**config.mk**
```make
export PLATFORM = sky130hd
export DESIGN_NAME = rsp_packet_deframer_flat
export DESIGN_NICKNAME = d
export VERILOG_FILES = /design/src/rtl/rpd_pkg.sv /design/src/rtl/rpd_ifs.sv /design/src/rtl/rpd_in_stage.sv /design/src/rtl/rpd_core.sv /design/src/rtl/rpd_out_stage.sv /design/src/rtl/rsp_packet_deframer.sv /design/src/flat_wrapper.sv
export SDC_FILE = /design/constraint.sdc
export NUM_CORES = 1
export LEC_CHECK = 0
export ABC_CLOCK_PERIOD_IN_PS = 5700
export BUFFER_PORTS_ARGS = -buffer_cell sky130_fd_sc_hd__clkbuf_2
export CORE_UTILIZATION = 39
export DETAILED_ROUTE_END_ITERATION = 8
export PLACE_DENSITY = 0.54
export SLEW_MARGIN = 30
export SYNTH_ARGS = -nofsm -noshare
export SYNTH_HDL_FRONTEND = slang
export SYNTH_SLANG_ARGS = --single-unit
```
**constraint.sdc**
```tcl
create_clock -name i_clk -period 5.7 [get_ports i_clk]
set_clock_uncertainty 0.1 [all_clocks]
set_input_delay 0.285 -clock i_clk [delete_from_list [all_inputs] [get_ports i_clk]]
set_output_delay 0.285 -clock i_clk [all_outputs]
set_load 0.01 [all_outputs]
```
**src/rtl/rpd_pkg.sv**
```systemverilog
// Package with types and constants of the packet deframer.
`timescale 1ns / 1ps

package rpd_pkg;

    localparam logic [7:0] CH_START          = 8'h24;
    localparam logic [7:0] CH_END            = 8'h23;
    localparam logic [7:0] CH_ESC            = 8'h7D;
    localparam logic [7:0] ESC_XOR           = 8'h20;
    localparam logic [7:0] MAX_PAYLOAD_RESET = 8'd190;

    localparam int CFG_IDX_W  = 2;
    localparam int CFG_DATA_W = 8;

    typedef enum logic [CFG_IDX_W-1:0] {
        CFG_MAX_PAYLOAD   = 2'd0,
        CFG_CHECKSUM_MODE = 2'd1
    } t_cfg_idx;

    typedef enum logic [2:0] {
        KIND_DATA    = 3'd0,
        KIND_GOOD    = 3'd1,
        KIND_BADSUM  = 3'd2,
        KIND_BADHEX  = 3'd3,
        KIND_OVER    = 3'd4
    } t_kind;

    typedef enum logic [7:0] {
        PH_HUNT    = 8'b0000_0001,
        PH_BODY    = 8'b0000_0010,
        PH_ESCAPED = 8'b0000_0100,
        PH_SUM_HI  = 8'b0000_1000,
        PH_SUM_LO  = 8'b0001_0000,
        PH_DRAIN   = 8'b0010_0000,
        PH_SKIP_HI = 8'b0100_0000,
        PH_SKIP_LO = 8'b1000_0000
    } t_phase;

    typedef struct packed {
        t_kind      kind;
        logic [7:0] data_byte;
        logic [7:0] payload_length;
        logic       last;
    } t_result;

endpackage

```
**src/rtl/rpd_ifs.sv**
```systemverilog
// Channel interfaces: received bytes, results and register writes.
`timescale 1ns / 1ps

interface rpd_byte_if;
    logic       valid;
    logic       ready;
    logic [7:0] rx_byte;
    modport source (output valid, output rx_byte, input ready);
    modport sink (input valid, input rx_byte, output ready);
endinterface

interface rpd_result_if;
    logic       valid;
    logic       ready;
    logic [2:0] kind;
    logic [7:0] data_byte;
    logic [7:0] payload_length;
    logic       last;
    modport source (output valid, output kind, output data_byte,
                    output payload_length, output last, input ready);
    modport sink (input valid, input kind, input data_byte,
                  input payload_length, input last, output ready);
endinterface

interface rpd_cfg_if;
    logic                          valid;
    logic                          ready;
    logic [rpd_pkg::CFG_IDX_W-1:0] reg_index;
    logic [rpd_pkg::CFG_DATA_W-1:0] wr_data;
    modport source (output valid, output reg_index, output wr_data, input ready);
    modport sink (input valid, input reg_index, input wr_data, output ready);
endinterface

```
**src/rtl/rpd_in_stage.sv**
```systemverilog
// Input register for received bytes.
`timescale 1ns / 1ps

module rpd_in_stage (
    input  logic        i_clk,
    input  logic        i_rst_n,
    rpd_byte_if.sink    i_byte,
    input  logic        i_out_free,
    output logic        o_fire,
    output logic [7:0]  o_byte
);
    logic       r_valid;
    logic [7:0] r_byte;

    assign o_fire       = r_valid && i_out_free;
    assign i_byte.ready = !r_valid || o_fire;
    assign o_byte       = r_byte;

    always_ff @(posedge i_clk) begin
        if (!i_rst_n) begin
            r_valid <= 1'b0;
        end else if (i_byte.ready) begin
            r_valid <= i_byte.valid;
        end
    end

    always_ff @(posedge i_clk) begin
        if (i_byte.valid && i_byte.ready) begin
            r_byte <= i_byte.rx_byte;
        end
    end
endmodule

```
**src/rtl/rpd_core.sv**
```systemverilog
// Framing state machine, checksum and result decode.
`timescale 1ns / 1ps

module rpd_core (
    input  logic             i_clk,
    input  logic             i_rst_n,
    input  logic             i_fire,
    input  logic [7:0]       i_byte,
    input  logic [7:0]       i_max_payload,
    input  logic             i_checksum_mode,
    output logic             o_res_valid,
    output rpd_pkg::t_result o_res
);
    import rpd_pkg::*;

    t_phase     r_phase,    n_phase;
    logic [7:0] r_checksum, n_checksum;
    logic [7:0] r_count,    n_count;
    logic [3:0] r_hi,       n_hi;
    logic       r_hi_bad,   n_hi_bad;

    logic [7:0] absorbed;
    logic [4:0] hex_dec;
    logic [7:0] sum_rx;

    function automatic logic [4:0] hex_decode(input logic [7:0] c);
        logic [7:0] v;
        v = 8'd0;
        priority if (c >= 8'h30 && c <= 8'h39) begin
            v = c - 8'h30;
            return {1'b1, v[3:0]};
        end else if (c >= 8'h61 && c <= 8'h66) begin
            v = c - 8'h57;
            return {1'b1, v[3:0]};
        end else if (c >= 8'h41 && c <= 8'h46) begin
            v = c - 8'h37;
            return {1'b1, v[3:0]};
        end else begin
            return 5'd0;
        end
    endfunction

    assign absorbed = i_checksum_mode ? (r_checksum + i_byte) : (r_checksum ^ i_byte);
    assign hex_dec  = hex_decode(i_byte);
    assign sum_rx   = {r_hi, hex_dec[3:0]};

    always_comb begin
        n_phase     = r_phase;
        n_checksum  = r_checksum;
        n_count     = r_count;
        n_hi        = r_hi;
        n_hi_bad    = r_hi_bad;
        o_res_valid = 1'b0;
        o_res       = '0;
        if (i_fire) begin
            unique case (r_phase)
                PH_HUNT: begin
                    if (i_byte == CH_START) begin
                        n_phase    = PH_BODY;
                        n_checksum = 8'd0;
                        n_count    = 8'd0;
                        n_hi       = 4'd0;
                        n_hi_bad   = 1'b0;
                    end
                end
                PH_BODY: begin
                    if (i_byte == CH_END) begin
                        n_phase = PH_SUM_HI;
                    end else if (r_count >= i_max_payload) begin
                        n_phase = PH_DRAIN;
                    end else begin
                        n_checksum = absorbed;
                        if (i_byte == CH_ESC) begin
                            n_phase = PH_ESCAPED;
                        end else begin
                            n_count           = r_count + 8'd1;
                            o_res_valid       = 1'b1;
                            o_res.kind        = KIND_DATA;
                            o_res.data_byte   = i_byte;
                        end
                    end
                end
                PH_ESCAPED: begin
                    n_checksum      = absorbed;
                    n_count         = r_count + 8'd1;
                    n_phase         = PH_BODY;
                    o_res_valid     = 1'b1;
                    o_res.kind      = KIND_DATA;
                    o_res.data_byte = i_byte ^ ESC_XOR;
                end
                PH_SUM_HI: begin
                    n_hi     = hex_dec[3:0];
                    n_hi_bad = !hex_dec[4];
                    n_phase  = PH_SUM_LO;
                end
                PH_SUM_LO: begin
                    n_phase              = PH_HUNT;
                    o_res_valid          = 1'b1;
                    o_res.payload_length = r_count;
                    o_res.last           = 1'b1;
                    priority if (!hex_dec[4] || r_hi_bad) begin
                        o_res.kind = KIND_BADHEX;
                    end else if (sum_rx != r_checksum) begin
                        o_res.kind = KIND_BADSUM;
                    end else begin
                        o_res.kind = KIND_GOOD;
                    end
                end
                PH_DRAIN: begin
                    if (i_byte == CH_END) begin
                        n_phase = PH_SKIP_HI;
                    end
                end
                PH_SKIP_HI: begin
                    n_phase = PH_SKIP_LO;
                end
                PH_SKIP_LO: begin
                    n_phase              = PH_HUNT;
                    o_res_valid          = 1'b1;
                    o_res.kind           = KIND_OVER;
                    o_res.payload_length = r_count;
                    o_res.last           = 1'b1;
                end
                default: begin
                    n_phase = PH_HUNT;
                end
            endcase
        end
    end

    always_ff @(posedge i_clk) begin
        if (!i_rst_n) begin
            r_phase    <= PH_HUNT;
            r_checksum <= 8'd0;
            r_count    <= 8'd0;
            r_hi       <= 4'd0;
            r_hi_bad   <= 1'b0;
        end else begin
            r_phase    <= n_phase;
            r_checksum <= n_checksum;
            r_count    <= n_count;
            r_hi       <= n_hi;
            r_hi_bad   <= n_hi_bad;
        end
    end
endmodule

```
**src/rtl/rpd_out_stage.sv**
```systemverilog
// Result register toward the output channel.
`timescale 1ns / 1ps

module rpd_out_stage (
    input  logic             i_clk,
    input  logic             i_rst_n,
    input  logic             i_fire,
    input  logic             i_res_valid,
    input  rpd_pkg::t_result i_res,
    output logic             o_free,
    rpd_result_if.source     o_res
);
    import rpd_pkg::*;

    logic    r_valid;
    t_result r_res;

    assign o_free               = !r_valid || o_res.ready;
    assign o_res.valid          = r_valid;
    assign o_res.kind           = r_res.kind;
    assign o_res.data_byte      = r_res.data_byte;
    assign o_res.payload_length = r_res.payload_length;
    assign o_res.last           = r_res.last;

    always_ff @(posedge i_clk) begin
        if (!i_rst_n) begin
            r_valid <= 1'b0;
        end else if (i_fire) begin
            r_valid <= i_res_valid;
        end else if (o_res.ready) begin
            r_valid <= 1'b0;
        end
    end

    always_ff @(posedge i_clk) begin
        if (i_fire && i_res_valid) begin
            r_res <= i_res;
        end
    end
endmodule

```
**src/rtl/rsp_packet_deframer.sv**
```systemverilog
// Path: a byte goes from the input register through the combinational core into the result register.
// Throughput: one byte per cycle; the state update and the result register load at
// the same edge, and ready falls only while both stages are full and the result waits.
// Reset: synchronous active-low; clears both pipeline stages, the framing
// state (hunting for start) and the registers (max_payload 190, XOR mode).
`timescale 1ns / 1ps

module rsp_packet_deframer (
    input  logic          i_clk,
    input  logic          i_rst_n,
    rpd_byte_if.sink      i_byte,
    rpd_cfg_if.sink       i_cfg,
    rpd_result_if.source  o_res
);
    import rpd_pkg::*;

    logic [7:0] r_max_payload_q;
    logic       r_checksum_mode;

    logic       fire;
    logic [7:0] stage_byte;
    logic       out_free;
    logic       res_valid;
    t_result    res;

    assign i_cfg.ready = 1'b1;

    always_ff @(posedge i_clk) begin
        if (!i_rst_n) begin
            r_max_payload_q <= MAX_PAYLOAD_RESET;
            r_checksum_mode <= 1'b0;
        end else if (i_cfg.valid) begin
            unique case (t_cfg_idx'(i_cfg.reg_index))
                CFG_MAX_PAYLOAD:   r_max_payload_q <= i_cfg.wr_data;
                CFG_CHECKSUM_MODE: r_checksum_mode <= i_cfg.wr_data[0];
                default: begin
                end
            endcase
        end
    end

    rpd_in_stage u_in (
        .i_clk      (i_clk),
        .i_rst_n    (i_rst_n),
        .i_byte     (i_byte),
        .i_out_free (out_free),
        .o_fire     (fire),
        .o_byte     (stage_byte)
    );

    rpd_core u_core (
        .i_clk           (i_clk),
        .i_rst_n         (i_rst_n),
        .i_fire          (fire),
        .i_byte          (stage_byte),
        .i_max_payload   (r_max_payload_q),
        .i_checksum_mode (r_checksum_mode),
        .o_res_valid     (res_valid),
        .o_res           (res)
    );

    rpd_out_stage u_out (
        .i_clk       (i_clk),
        .i_rst_n     (i_rst_n),
        .i_fire      (fire),
        .i_res_valid (res_valid),
        .i_res       (res),
        .o_free      (out_free),
        .o_res       (o_res)
    );
endmodule

```
**src/flat_wrapper.sv**
```systemverilog
// flat-port wrapper written by rule: the top's interface ports become plain ports
module rsp_packet_deframer_flat import rpd_pkg::*;
  (i_clk, i_rst_n, i_byte_valid, i_byte_rx_byte, i_byte_ready, i_cfg_valid, i_cfg_reg_index, i_cfg_wr_data, i_cfg_ready, o_res_valid, o_res_kind, o_res_data_byte, o_res_payload_length, o_res_last, o_res_ready);
  rpd_byte_if i_byte_i ();
  rpd_cfg_if i_cfg_i ();
  rpd_result_if o_res_i ();
  input  logic i_clk;
  input  logic i_rst_n;
  input wire logic [$bits(i_byte_i.valid)-1:0] i_byte_valid;
  input wire logic [$bits(i_byte_i.rx_byte)-1:0] i_byte_rx_byte;
  output wire logic [$bits(i_byte_i.ready)-1:0] i_byte_ready;
  input wire logic [$bits(i_cfg_i.valid)-1:0] i_cfg_valid;
  input wire logic [$bits(i_cfg_i.reg_index)-1:0] i_cfg_reg_index;
  input wire logic [$bits(i_cfg_i.wr_data)-1:0] i_cfg_wr_data;
  output wire logic [$bits(i_cfg_i.ready)-1:0] i_cfg_ready;
  output wire logic [$bits(o_res_i.valid)-1:0] o_res_valid;
  output wire logic [$bits(o_res_i.kind)-1:0] o_res_kind;
  output wire logic [$bits(o_res_i.data_byte)-1:0] o_res_data_byte;
  output wire logic [$bits(o_res_i.payload_length)-1:0] o_res_payload_length;
  output wire logic [$bits(o_res_i.last)-1:0] o_res_last;
  input wire logic [$bits(o_res_i.ready)-1:0] o_res_ready;
  assign i_byte_i.valid = i_byte_valid;
  assign i_byte_i.rx_byte = i_byte_rx_byte;
  assign i_byte_ready = i_byte_i.ready;
  assign i_cfg_i.valid = i_cfg_valid;
  assign i_cfg_i.reg_index = i_cfg_reg_index;
  assign i_cfg_i.wr_data = i_cfg_wr_data;
  assign i_cfg_ready = i_cfg_i.ready;
  assign o_res_valid = o_res_i.valid;
  assign o_res_kind = o_res_i.kind;
  assign o_res_data_byte = o_res_i.data_byte;
  assign o_res_payload_length = o_res_i.payload_length;
  assign o_res_last = o_res_i.last;
  assign o_res_i.ready = o_res_ready;
  rsp_packet_deframer u_core (.i_clk(i_clk), .i_rst_n(i_rst_n), .i_byte(i_byte_i), .i_cfg(i_cfg_i), .o_res(o_res_i));
endmodule
```
=== Word level (Yosys, flattened, before mapping) ===
Index checks and enable logic that the tools add are counted.

* Bits of input ports: 23
* Bits in registers: 68
* Output and inout bits: 23

* Eq/ne operators: 19
* $add $sub $neg: 5
* Order comparisons: 7
* Bitwise logic cells: 2
* Multiplexer cells: 37
* Reduce and logical (&&, ||, !) cells: 25

{| class="wikitable"
|+ Operator list
! kind !! number
|-
| $mux 8 || 15
|-
| $pmux 8 s3 || 2
|-
| $pmux 8 s6 || 1
|-
| $eq 8x6->1 const B || 3
|-
| $eq 8x7->1 const B || 2
|-
| $ge 8x7->1 const B || 2
|-
| $le 8x7->1 const B || 2
|-
| $pmux 8 s2 || 1
|-
| $mux 5 || 3
|-
| $ne 2x2->1 const B || 5
|-
| $pmux 3 s3 || 1
|-
| $add 8x1->8 const B || 1
|-
| $add 8x8->8 || 1
|-
| $eq 8x1->1 const B || 1
|-
| $eq 8x2->1 const B || 1
|-
| $eq 8x3->1 const B || 1
|-
| $eq 8x4->1 const B || 1
|-
| $eq 8x5->1 const B || 1
|-
| $eq 8x8->1 const B || 1
|-
| $ge 8x6->1 const B || 1
|-
| $ge 8x8->1 || 1
|-
| $le 8x6->1 const B || 1
|-
| $mux 1 || 8
|-
| $ne 8x8->1 || 1
|-
| other kinds (24) || 38
|}

=== Depth between registers and ports, before layout ===
Gate-level depths: netlist of run 1.

* Word-level depth: 9
* Mapped depth: 10

=== Hierarchy ===
From an unflattened synthesis of run 1, not the netlist that was laid out.

* Cell total of the unflattened synthesis: 401
* Area, all modules: 3930.0 um2

{| class="wikitable"
|+ Modules (own cells, without submodules)
! module !! cells an instance !! sequential area each (um2) !! instances !! area each (um2)
|-
| rpd_core || 322 || 580.6 || 1 || 2567.5
|-
| rpd_out_stage || 25 || 620.6 || 1 || 651.9
|-
| rsp_packet_deframer || 40 || 180.2 || 1 || 405.4
|-
| rpd_in_stage || 14 || 260.2 || 1 || 305.3
|}

=== Least setup slack after synthesis of run 1 ===
OpenSTA, ideal clock, no wires.

* Kind: register to register
* From: reg u_core.u_core.r_count[0]
* To: reg u_core.u_out.r_res, in the netlist u_core.u_out.o_res.data_byte[0], enable pin
* Path buffers: 0
* Library setup time: 377 ps
* Stages on the path, launching flop included: 9
* Required time: 5223 ps
* Arrival time: 2410 ps
* Period minus slack after synthesis: 2887 ps
* Path slack: 2813 ps
* Path through: dfxtp_1 > inv_1 > ha_1 > nand2b_1 > a31oi_1 > o21bai_1 > a2111o_1 > a21oi_1 > or2_1

* Word-level cells in the longest chain between the ends: 6

{| class="wikitable"
|+ RTL lines
! item !! RTL line !! source
|-
| start: declaration || rpd_core.sv:18 || <nowiki>logic [7:0] r_count, n_count;</nowiki>
|-
| start signal: assignment || rpd_core.sv:141 || <nowiki>r_count <= n_count;</nowiki>
|-
| $ge 8x8->1 || rpd_core.sv:69 || <nowiki>end else if (r_count >= i_max_payload) begin</nowiki>
|-
| $mux 1 || rpd_core.sv:69 ||
|-
| $mux 1 || rpd_core.sv:67 || <nowiki>if (i_byte == CH_END) begin</nowiki>
|-
| $pmux 1 s2 || rpd_core.sv:56 || <nowiki>unique case (r_phase)</nowiki>
|-
| $mux 1 || rpd_core.sv:55 || <nowiki>if (i_fire) begin</nowiki>
|-
| $logic_and 1x1->1 || rpd_out_stage.sv:36 || <nowiki>if (i_fire && i_res_valid) begin</nowiki>
|-
| end signal: assignment || rpd_out_stage.sv:37 || <nowiki>r_res <= i_res;</nowiki>
|-
| end: declaration || rpd_out_stage.sv:16 || <nowiki>t_result r_res;</nowiki>
|}

No other way between the ends.
A chain may end at the register's enable or synchronous reset.

=== Worst setup path after layout of run 1 ===
* From: reg u_core.u_core.r_count[0]
* To: reg u_core.u_out.r_res, in the netlist u_core.u_out.o_res.data_byte[7], enable pin

Same word-level chain as after synthesis.

==> results.md, run 1 <==
- Critical register-to-register path startpoint: u_core.u_core.r_count[0]$_SDFFE_PN0P_
- Yosys reg bits: 68
- Static Leak: 1.64 nW
- Yosys warning count: 0
- Post-Syn Area: 3670 sq um
- Worst setup SP type: register
- Most frequent cells in the layout: clkbuf_2 (44), dfxtp_1 (40), nand2_1 (36)
- Outcome: finished, final reports clean
- Die Area: 9800 sq um
- Worst-Margin Slew: 836 ps
- Slowest Stage Delay on Critical Path: 720 ps
- Hpwl dp: 6.46 mm
- Flop pwr share: 52.1%
- RR Endpoint: u_core.u_out.o_res.data_byte[7]$_SDFFCE_PN0P_
- Pint: 767 uW
- Crit path kind: register to register
- Comb pwr share: 5.6%
- Reg clk slew, reported paths: 80 ps
- P_sw: 241 uW
- Hold Path Depth: 1
- Post-CTS Setup Inserts: 0
- Critical Path Fanout Max: 20
- Hold EP: u_core.u_in.o_byte[4]$_DFFE_PP_
- Via count: 2912
- Sequential fraction of the synthesis area: 44.7%
- Root Driver: clkbuf_8
- Placement Setup Slack: 2360 ps
- Post-CTS Resized: 0
- Maximum clock insertion buffer count: 2
- Hold Fails Final Rpt: 0
- Core area: 9200 sq um
- Seq. cell area: 1640 sq um
- Placement Rows: 35
- Port bufs: 44
- Later-pin clock latency in the skew report: 340 ps
- Post-route antenna net violation count: 0
- Ant diodes: 0
- Setup TNS Final: 0 ps
- Filler instances: 897
- Multi-input gate area: 1920 sq um
- DRC violations left: 0
- Worst reg2reg path depth: 8
- GRT Resource Usage Total: 18.5%
- Clock Power Share: 42.4%
- Layout cells sized above 1: 17.4%
- Mapped Cells: 375
- Synth Flop Type: dfxtp_1
- Initial core utilization: 39.9%
- RSZ-0062 raised after global routing: no
- Routability cong.: 0.838
- FMAX: 301 MHz
- Total Power: 1.01 mW
- Clock H-tree levels: 3
- TritonCTS buffer count: 9
- Pin count of the biggest net entering global routing: 29
- Mean Syn Cell Area: 9.78 sq um
- Setup violators final: 0
- First-pass GRT wire length: 14.1 mm
- PwrDens: 240 nW/um^2
- Die W: 99.0 microns
- Wire per inst: 16.0 microns
- CTS Sinks: 68
- Minimum hold slack: 16.6 ps
- Asr flop ratio synth: 0%
- R2r setup slk: 2370 ps
- Aggregate global routing overflow: 0
- Max_cap viols: 0
- Final Max Tran Viols: 0
- Initial antenna violation count: 0
- Non-Filler Instances: 536
- Min-delay src: i_byte_rx_byte[4]
- Die height: 99.0 microns
- Sw Share: 23.9%
- CP max stage cell: or2_1
- Area Overhead vs Synth: 14.6%
- Total Routed Length: 8.56 mm
- CTS tree: yes
- EDFF count, synth: 28
- Peak supply drop: 0.121 mV
- Initial drt markers: 138
- Tmin final: 3330 ps
- Drt via density: 5.43
- Placed cell count: 520
- CP Data Required Time: 5570 ps
- Crit path capture type: register
- Unique masters post-synth: 69
- Commonest non-fill, non-tap cell in the layout: clkbuf_2
- Type of the most critical hold path: input port to register
- Syn Nets: 418
- Vias in the first global route: 2768
- Relative slew slack: 44.2%
- Nets: 463
- Fin crit share: 58.3%
- Number of buffers inserted by hold repair at cts: 0
- DR pass1 iterations: 4
- Num ports: 46
- Worst Path Arrival: 3200 ps
- Worst-path cell chain: inv_1 > ha_1 > nand2b_1 > a31oi_1 > o21bai_1 > a2111o_1 > a21oi_1 > or2_1
- Fin worst setup slack: 2370 ps
metrics by stage:
step	cell area, sq um	util [%]
final	4200	45.7
after global routing	4200	45.7
after CTS	4200	45.6
after detailed placement	3980	43.3
after global placement	3980	43.3
after floorplan	3670	-
worst max-delay path, delay by kind of cell, from the launching register on:
family / cells / cell delay (ps)
compound gates: 4 / 1240
simple gates: 2 / 860
flops: 1 / 390
fa+ha+maj: 1 / 280
buf+inv: 1 / 90
synthesized netlist by cell type (all sizes together) (7+ instances only):
library cell / count / area (sq um)
and2: 14 / 87.6
nand3: 11 / 55.1
or3: 8 / 50.1
o211ai: 8 / 60.1
a21oi: 23 / 126
nor2: 18 / 67.6
ha: 19 / 238
edfxtp: 28 / 841
nor3: 9 / 56.3
inv: 16 / 60.1
o2bb2ai: 7 / 61.3
o21ai: 19 / 98.9
dfxtp: 40 / 801
nand2: 37 / 141
xnor2: 8 / 70.1
xor2: 11 / 96.3
nor2b: 12 / 75.1
flip-flops by register name (all words and copies together) (netlist names), 3 cells and up:
name                               count
u_core.u_core.r_count                  8
u_core.u_core.r_phase                  8
u_core.u_out.o_res.payload_length      8
u_core.u_core.r_hi                     4
u_core.u_core.r_checksum               8
u_core.u_out.o_res.data_byte           8
u_core.u_in.o_byte                     8
u_core.r_max_payload_q                 8
u_core.u_out.o_res.kind                3
area by class of cell:
class / count / share of cell area (%)
multi-input combinational: 280 / 45.6
clock inverter: 6 / 1.67
sequential: 68 / 39.0
inverter: 16 / 1.43
tap: 111 / 3.30
clock buffer: 10 / 3.54
timing repair buffer: 45 / 5.42
metal layers:
metal,vias up,global-route usage (%),wire [microns],part of all wire [%]
met2,82,26.0,3560,42
met1,1353,27.8,4470,52
met5,-,0,0,0
met4,0,8.04,161,1.9
met3,14,2.77,361,4.2
li1,1463,-,-,-
how the worst max path moves through the flow:
stage,slack (ps),depth (start not counted),to,start
floorplan,2810,8,u_core.u_out.o_res.data_byte[0]$_SDFFCE_PN0P_,u_core.u_core.r_count[0]$_SDFFE_PN0P_
global placement,2510,8,u_core.u_out.o_res.payload_length[3]$_SDFFCE_PN0P_,u_core.u_core.r_count[0]$_SDFFE_PN0P_
detailed placement,2360,8,u_core.u_out.o_res.payload_length[5]$_SDFFCE_PN0P_,u_core.u_core.r_count[0]$_SDFFE_PN0P_
CTS,2350,8,u_core.u_out.o_res.data_byte[7]$_SDFFCE_PN0P_,u_core.u_core.r_count[0]$_SDFFE_PN0P_
global route,2070,8,u_core.u_out.o_res.data_byte[7]$_SDFFCE_PN0P_,u_core.u_core.r_count[0]$_SDFFE_PN0P_
finish,2370,8,u_core.u_out.o_res.data_byte[7]$_SDFFCE_PN0P_,u_core.u_core.r_count[0]$_SDFFE_PN0P_
cells by family (layout without fill, tap and decap cells):
family | Yosys count | count (layout) | share of synthesized area [%]
and+or+nand+nor | 147 | 147 | 22.5
AOI/OAI and AO/OA | 90 | 90 | 17.1
DFF | 68 | 68 | 44.7
buffers and inverters | 27 | 77 | 3.17
adders and majority gates | 20 | 20 | 7.03
xor gates and xnor gates | 19 | 19 | 4.54
muxes | 3 | 3 | 0.819
other | 1 | 1 | 0.102
power groups by stage:
stage          clock network (mW)  logic (mW)  registers, mW
5_1_grt                     0.456      0.0624          0.526
3_5_place_dp                    0      0.0559          0.536
4_1_cts                     0.439      0.0564          0.525
2_1_floorplan                   0      0.0409          0.529
6_report                    0.427      0.0563          0.525
3_3_place_gp                    0      0.0552          0.536
(Power assumes the default switching activity.)
==> run 2, diff against run 1 <==
Settings changed: ABC_CLOCK_PERIOD_IN_PS 5700 to 3300.
Clock period 5.7 ns to 3.3 ns, I/O delays scaled along.
==> run 2 against run 1 <==
Net effect:
- register-to-register slack got worse by 1900 ps
- sequential power up 73%
- flip-flop and latch count unchanged
- cell count increased by 3.9%
- core utilization grew 2.1 points
- critical path depth is 1 higher
- clock power grew 74%
- die area did not move
- routed wire length up 1.5%
- hold slack better by 65 ps
- design area rose by 4.6%
- global-route usage rose by 0.17 points
- critical endpoint is now u_core.u_out.o_res.data_byte[4]$_SDFFCE_PN0P_
==> results.md, run 2 (synthesis gave the netlist of run 1 again) <==
- Initial drt markers: 109 (-21%)
- Die Area: 9800 sq um (unchanged)
- Reg clk slew, reported paths: 90 ps (about the same)
- First-pass GRT wire length: 14.1 mm (unchanged)
- Seq. cell area: 1640 sq um (unchanged)
- Static Leak: 1.71 nW (+4.7%)
- Root Driver: clkbuf_8
- Port bufs: 44 (unchanged)
- Post-route antenna net violation count: 0 (unchanged)
- Later-pin clock latency in the skew report: 350 ps (about the same)
- Tmin final: 2800 ps (-527 ps)
- Setup TNS Final: 0 ps (unchanged)
- Placement Rows: 35 (unchanged)
- Die height: 99.0 microns (unchanged)
- Hold Path Depth: 4 (+3)
- Crit path kind: register to register
- Final Cell Area: 4400 sq um (+4.6%)
- Core area: 9200 sq um (unchanged)
- Drt via density: 5.28 (-2.8%)
- Worst-path cell chain: inv_1 > ha_1 > nand2b_1 > a31oi_1 > o21bai_1 > a2111o_1 > a21oi_1 > or2_1 > buf_4
- CP max stage cell: a2111o_1
- Pin count of the biggest net entering global routing: 29 (unchanged)
- Total Power: 1.76 mW (+75%)
- Multi-input gate area: 1910 sq um (-0.33%)
- Aggregate global routing overflow: 0 (unchanged)
- Filler instances: 899 (+0.22%)
- Crit path capture type: register
- Layout cells sized above 1: 17.3% (-0.15 points)
- Area Overhead vs Synth: 19.9%
- Commonest non-fill, non-tap cell in the layout: clkbuf_2
- RSZ-0062 raised after global routing: no
- Worst setup SP type: register
- Hpwl dp: 6.29 mm (-2.6%)
- PwrDens: 401 nW/um^2 (+67%)
- Worst-Margin Slew: 635 ps (-201 ps)
- RR Endpoint: u_core.u_out.o_res.data_byte[4]$_SDFFCE_PN0P_
- Critical register-to-register path startpoint: u_core.u_core.r_count[0]$_SDFFE_PN0P_
- Setup violators final: 0 (unchanged)
- Layout Utilization: 47.8% (+2.1 points)
- Initial antenna violation count: 0 (unchanged)
- CTS tree: yes
- Routability cong.: 0.831 (-0.78%)
- Most frequent cells in the layout: clkbuf_2 (44), dfxtp_1 (40), nand2_1 (36)
- Relative slew slack: 57.4% (+13 points)
- Worst Path Arrival: 2730 ps (-470 ps)
- Final Max Tran Viols: 0 (unchanged)
- Fin crit share: 84.8% (+26 points)
- Max_cap viols: 0 (unchanged)
- TritonCTS buffer count: 9 (unchanged)
- Hold EP: u_core.u_in.r_valid$_SDFFE_PN0N_
- DRC violations left: 0 (unchanged)
- Type of the most critical hold path: input port to register
- Initial core utilization: 39.9% (unchanged)
- DR pass1 iterations: 4 (unchanged)
- Via count: 2941 (+1.0%)
- GRT Resource Usage Total: 18.7% (+0.17 points)
- Nets: 484 (+4.5%)
- Outcome: finished, final reports clean
- Peak supply drop: 0.224 mV (+85%)
- Ant diodes: 0 (unchanged)
- Critical Path Fanout Max: 20 (unchanged)
- Num ports: 46 (unchanged)
- Die W: 99.0 microns (unchanged)
- CP Data Required Time: 3230 ps (-2340 ps)
- FMAX: 357 MHz (+19%)
- Total Routed Length: 8.68 mm (+1.5%)
- Hold Fails Final Rpt: 0 (unchanged)
- Maximum clock insertion buffer count: 2 (unchanged)
- CTS Sinks: 68 (unchanged)
- Clock H-tree levels: 3 (unchanged)
- R2r setup slk: 500 ps (-1870 ps)
- Min-delay src: o_res_ready
- Vias in the first global route: 2793 (+0.90%)
- Slowest Stage Delay on Critical Path: 490 ps (-230 ps)
- Worst reg2reg path depth: 9 (+1)
- Cell Area, Placed: 4010 sq um (+0.75%)
- Post-CTS Resized: 0 (unchanged)
- Minimum hold slack: 81.9 ps (+65.3 ps)
- Wire per inst: 15.6 microns (-2.4%)
run 2: cell count changes in the layout (fill, tap and decap cells not counted):
cell,previous run,this run
dlygate4sd3_1,0,17
buf_4,1,5
clkinv_4,3,2
clkinvlp_4,0,1
nor4bb_1,0,1
nor4bb_2,1,0
run 2: through the flow:
step	std cells	setup slack [ps]
CTS	557	491
floorplan	375	413
finish	557	502
detailed placement	524	515
global route	557	348
global placement	524	596
run 2: per-layer routing:
metal | wire, microns | GRT usage, % | share of wire, %
met3 | 339 | 3.40 | 3.9
met5 | 0 | 0 | 0
met4 | 117 | 6.66 | 1.3
met1 | 4510 | 27.1 | 52
met2 | 3720 | 27.6 | 43
run 2: cell type report:
class                           instances  share of cell area (%)
Tap cell                              111                    3.16
Clock buffer                           10                    3.39
Inverter                               16                    1.37
Multi-Input combinational cell        280                    43.5
Sequential cell                        68                    37.3
Clock inverter                          6                    1.57
Timing Repair Buffer                   66                    9.73
run 2: critical path: cells and delay by family (launching register included):
kind,cells,cell delay (ps)
simple gates,2,280
buf+inv,2,340
flops,1,410
fa+ha+maj,1,280
compound gates,4,1060
run 2: power by group:
part | total (mW) | switching (mW) | internal [mW]
sequential | 0.908 | 0.0238 | 0.884
combinational | 0.114 | 0.0592 | 0.0548
clock | 0.742 | 0.343 | 0.399
total | 1.76 | 0.426 | 1.34
run 2: what timing repair did:
item                                   in CTS  in global routing
endpoints found under the hold margin      18                  0
buffers inserted                            0                  0
hold buffers                               17                  0
run 2: how the worst max path moves through the flow:
stage                                                                to                             startpoint  depth (start not counted)  slack (ps)
final                     u_core.u_out.o_res.data_byte[4]$_SDFFCE_PN0P_  u_core.u_core.r_count[0]$_SDFFE_PN0P_                          9         500
after global routing      u_core.u_out.o_res.data_byte[2]$_SDFFCE_PN0P_  u_core.u_core.r_count[0]$_SDFFE_PN0P_                          9         350
after CTS                      u_core.u_out.o_res.kind[1]$_SDFFCE_PN0P_  u_core.u_core.r_count[0]$_SDFFE_PN0P_                          9         490
after detailed placement  u_core.u_out.o_res.data_byte[0]$_SDFFCE_PN0P_  u_core.u_core.r_count[0]$_SDFFE_PN0P_                          9         510
after global placement    u_core.u_out.o_res.data_byte[1]$_SDFFCE_PN0P_  u_core.u_core.r_count[0]$_SDFFE_PN0P_                          9         600
after floorplan           u_core.u_out.o_res.data_byte[0]$_SDFFCE_PN0P_  u_core.u_core.r_count[0]$_SDFFE_PN0P_                          8         410
==> run 3, diff against run 2 <==
Settings changed: ABC_CLOCK_PERIOD_IN_PS 3300 to 2250, PLACE_DENSITY 0.54 to 0.57.
Clock period 3.3 ns to 2.25 ns, I/O delays scaled along.
==> run 3 against run 2 <==
Net effect:
- the run now ends with negative setup slack left
- highest routed layer unchanged
- first-iteration DRC count up 47%
- critical path depth did not move
- core utilization up 11 points
- sequential share of layout area down 7.0 points
- total power is 51% higher
- routed wire length is 17% higher
==> results.md, run 3 (synthesis gave the netlist of run 1 again) <==
- Outcome: complete, but fails checks
- Failing checks: negative setup slack
- Placed cell count: 596 (+14%)
- Layout Utilization: 59.1% (+11 points)
- Static Leak: 2.17 nW (+27%)
- Setup TNS Final: -1650 ps (-1650 ps)
- Seq. cell area: 1650 sq um (+0.38%)
- Placement Rows: 35 (unchanged)
- Fin crit share: 104% (+19 points)
- Relative slew slack: 63.2% (+5.8 points)
- FMAX: 428 MHz (+20%)
- CTS Sinks: 68 (unchanged)
- Commonest non-fill, non-tap cell in the layout: buf_4
- Port bufs: 44 (unchanged)
- Fin worst setup slack: -85.7 ps (-588 ps)
- Final Max Tran Viols: 0 (unchanged)
- Filler instances: 795 (-12%)
- Later-pin clock latency in the skew report: 360 ps (about the same)
- Ant diodes: 0 (unchanged)
- CP max stage cell: or4b_1
- Num ports: 46 (unchanged)
- Multi-input gate area: 2310 sq um (+21%)
- Setup violators final: 26 (+26)
- Root Driver: clkbuf_8
- Layout cells sized above 1: 43.2% (+26 points)
- CTS tree: yes
- Hold Path Depth: 3 (-1)
- Tmin final: 2340 ps (-462 ps)
- First-pass GRT wire length: 16.3 mm (+16%)
- Aggregate global routing overflow: 0 (unchanged)
- CP Data Required Time: 2430 ps (-800 ps)
- Hold Fails Final Rpt: 0 (unchanged)
- Drt via density: 5.18 (-1.9%)
- Worst-Margin Slew: 552 ps (-83.1 ps)
- Initial antenna violation count: 0 (unchanged)
- Worst-path cell chain: ha_4 > a21oi_1 > o21ai_1 > o21bai_4 > a211oi_4 > buf_4 > o21ai_2 > or4b_1 > a31oi_1
- TritonCTS buffer count: 9 (unchanged)
- Initial drt markers: 160 (+47%)
- Routability cong.: 0.936 (+13%)
- Die W: 99.0 microns (unchanged)
- Clock H-tree levels: 3 (unchanged)
- Critical Path Fanout Max: 3 (-85%)
- Maximum clock insertion buffer count: 2 (unchanged)
- Via count: 3337 (+13%)
- DRC violations left: 0 (unchanged)
- Die Area: 9800 sq um (unchanged)
- Pin count of the biggest net entering global routing: 29 (unchanged)
- Max_cap viols: 0 (unchanged)
- Crit path kind: register to register
- Die height: 99.0 microns (unchanged)
- GRT Resource Usage Total: 21.8% (+3.1 points)
- Nets: 571 (+18%)
- Core area: 9200 sq um (unchanged)
- Area Overhead vs Synth: 48.3%
- Wire per inst: 15.8 microns (+1.3%)
- Total Power: 2.67 mW (+51%)
- Vias in the first global route: 3247 (+16%)
- Post-route antenna net violation count: 0 (unchanged)
- PwrDens: 490 nW/um^2 (+22%)
- Worst setup SP type: register
- Hpwl dp: 7.14 mm (+13%)
- Reg clk slew, reported paths: 90 ps (about the same)
- Slowest Stage Delay on Critical Path: 520 ps (+30 ps)
- Non-Filler Instances: 644 (+16%)
- DR pass1 iterations: 4 (unchanged)
- Worst Path Arrival: 2520 ps (-210 ps)
- RSZ-0062 raised after global routing: yes
- Initial core utilization: 39.9% (unchanged)
- Total Routed Length: 10.2 mm (+17%)
- Most frequent cells in the layout: buf_4 (84), clkbuf_2 (44), nand2_1 (35), dfxtp_1 (35), edfxtp_1 (28)
- Worst reg2reg path depth: 9 (unchanged)
- Type of the most critical hold path: input port to register
- Peak supply drop: 0.215 mV (-4.2%)
- Crit path capture type: register
-- run 3: cell types whose count changed in the layout (fill, tap and decap cells not counted), moves of 6 or more --
cell    before  now
buf_4        5   84
ha_1        19    8
ha_4         0    9
and2_1      13    7
and2_4       0    6
inv_1       16   10
inv_2        0    6
-- run 3: routing by layer --
layer / global-route usage, % / part of all wire (%)
met5: 0 / 0
met2: 37.0 / 48
met4: 7.92 / 1.4
met1: 28.2 / 48
met3: 2.98 / 2.6
-- run 3: worst max-delay path, delay by kind of cell, from the launching register on --
| family | cells | cell delay (ps) |
|---|---|---|
| adder cells (fa/ha/maj) | 1 | 230 |
| buffers and inverters | 1 | 160 |
| AO/OA/AOI/OAI | 6 | 860 |
| flip-flops | 1 | 390 |
| AND/OR/NAND/NOR | 1 | 520 |
-- run 3: what timing repair did --
item | CTS | global route
setup buffers | 10 | 5
setup endpoints to repair | 43 | 57
cloned | 3 | 0
pin swaps | 25 | 18
endpoints found under the hold margin | 18 | 0
hold buffers | 17 | 0
resized for setup | 33 | 42
-- run 3: where the power goes --
part / total [mW] / internal [mW] / leakage [nW] / switching (mW)
Sequential: 1.31 / 1.30 / 0.564 / 0.0176
Combinational: 0.274 / 0.141 / 1.50 / 0.133
Clock: 1.08 / 0.529 / 0.101 / 0.549
-- run 3: through the flow --
| stage | hold slack (ps) | setup slack [ps] | instance area, sq um |
|---|---|---|---|
| final | 36.9 | -85.7 | 5440 |
| after global routing | 44.2 | -227 | 5440 |
| after CTS | 30.5 | -53.8 | 5240 |
| after detailed placement | 193 | -157 | 4650 |
| after global placement | 190 | -109 | 4650 |
| after floorplan | 111 | -76.9 | 3770 |
-- run 3: worst paths after layout --
kind / end / slack (ps) / from
max: u_core.u_core.r_checksum[7]$_SDFFE_PN0P_ / -90 / u_core.u_core.r_count[6]$_SDFFE_PN0P_
min: u_core.u_out.o_res.valid$_SDFFE_PN0P_ / 40 / o_res_ready
max reg2reg: u_core.u_core.r_checksum[7]$_SDFFE_PN0P_ / -90 / u_core.u_core.r_count[6]$_SDFFE_PN0P_
min reg2reg: u_core.u_core.r_hi[0]$_SDFFE_PN0P_ / 390 / u_core.u_core.r_hi[0]$_SDFFE_PN0P_
-- run 3: cell type report --
cell class / count / share of cell area (%)
inverters: 16 / 1.10
clock buffers: 9 / 2.28
clock inverters: 7 / 1.50
flip-flops and latches: 68 / 30.3
repair buffers: 150 / 19.8
well taps: 111 / 2.55
multi-input cells: 283 / 42.5
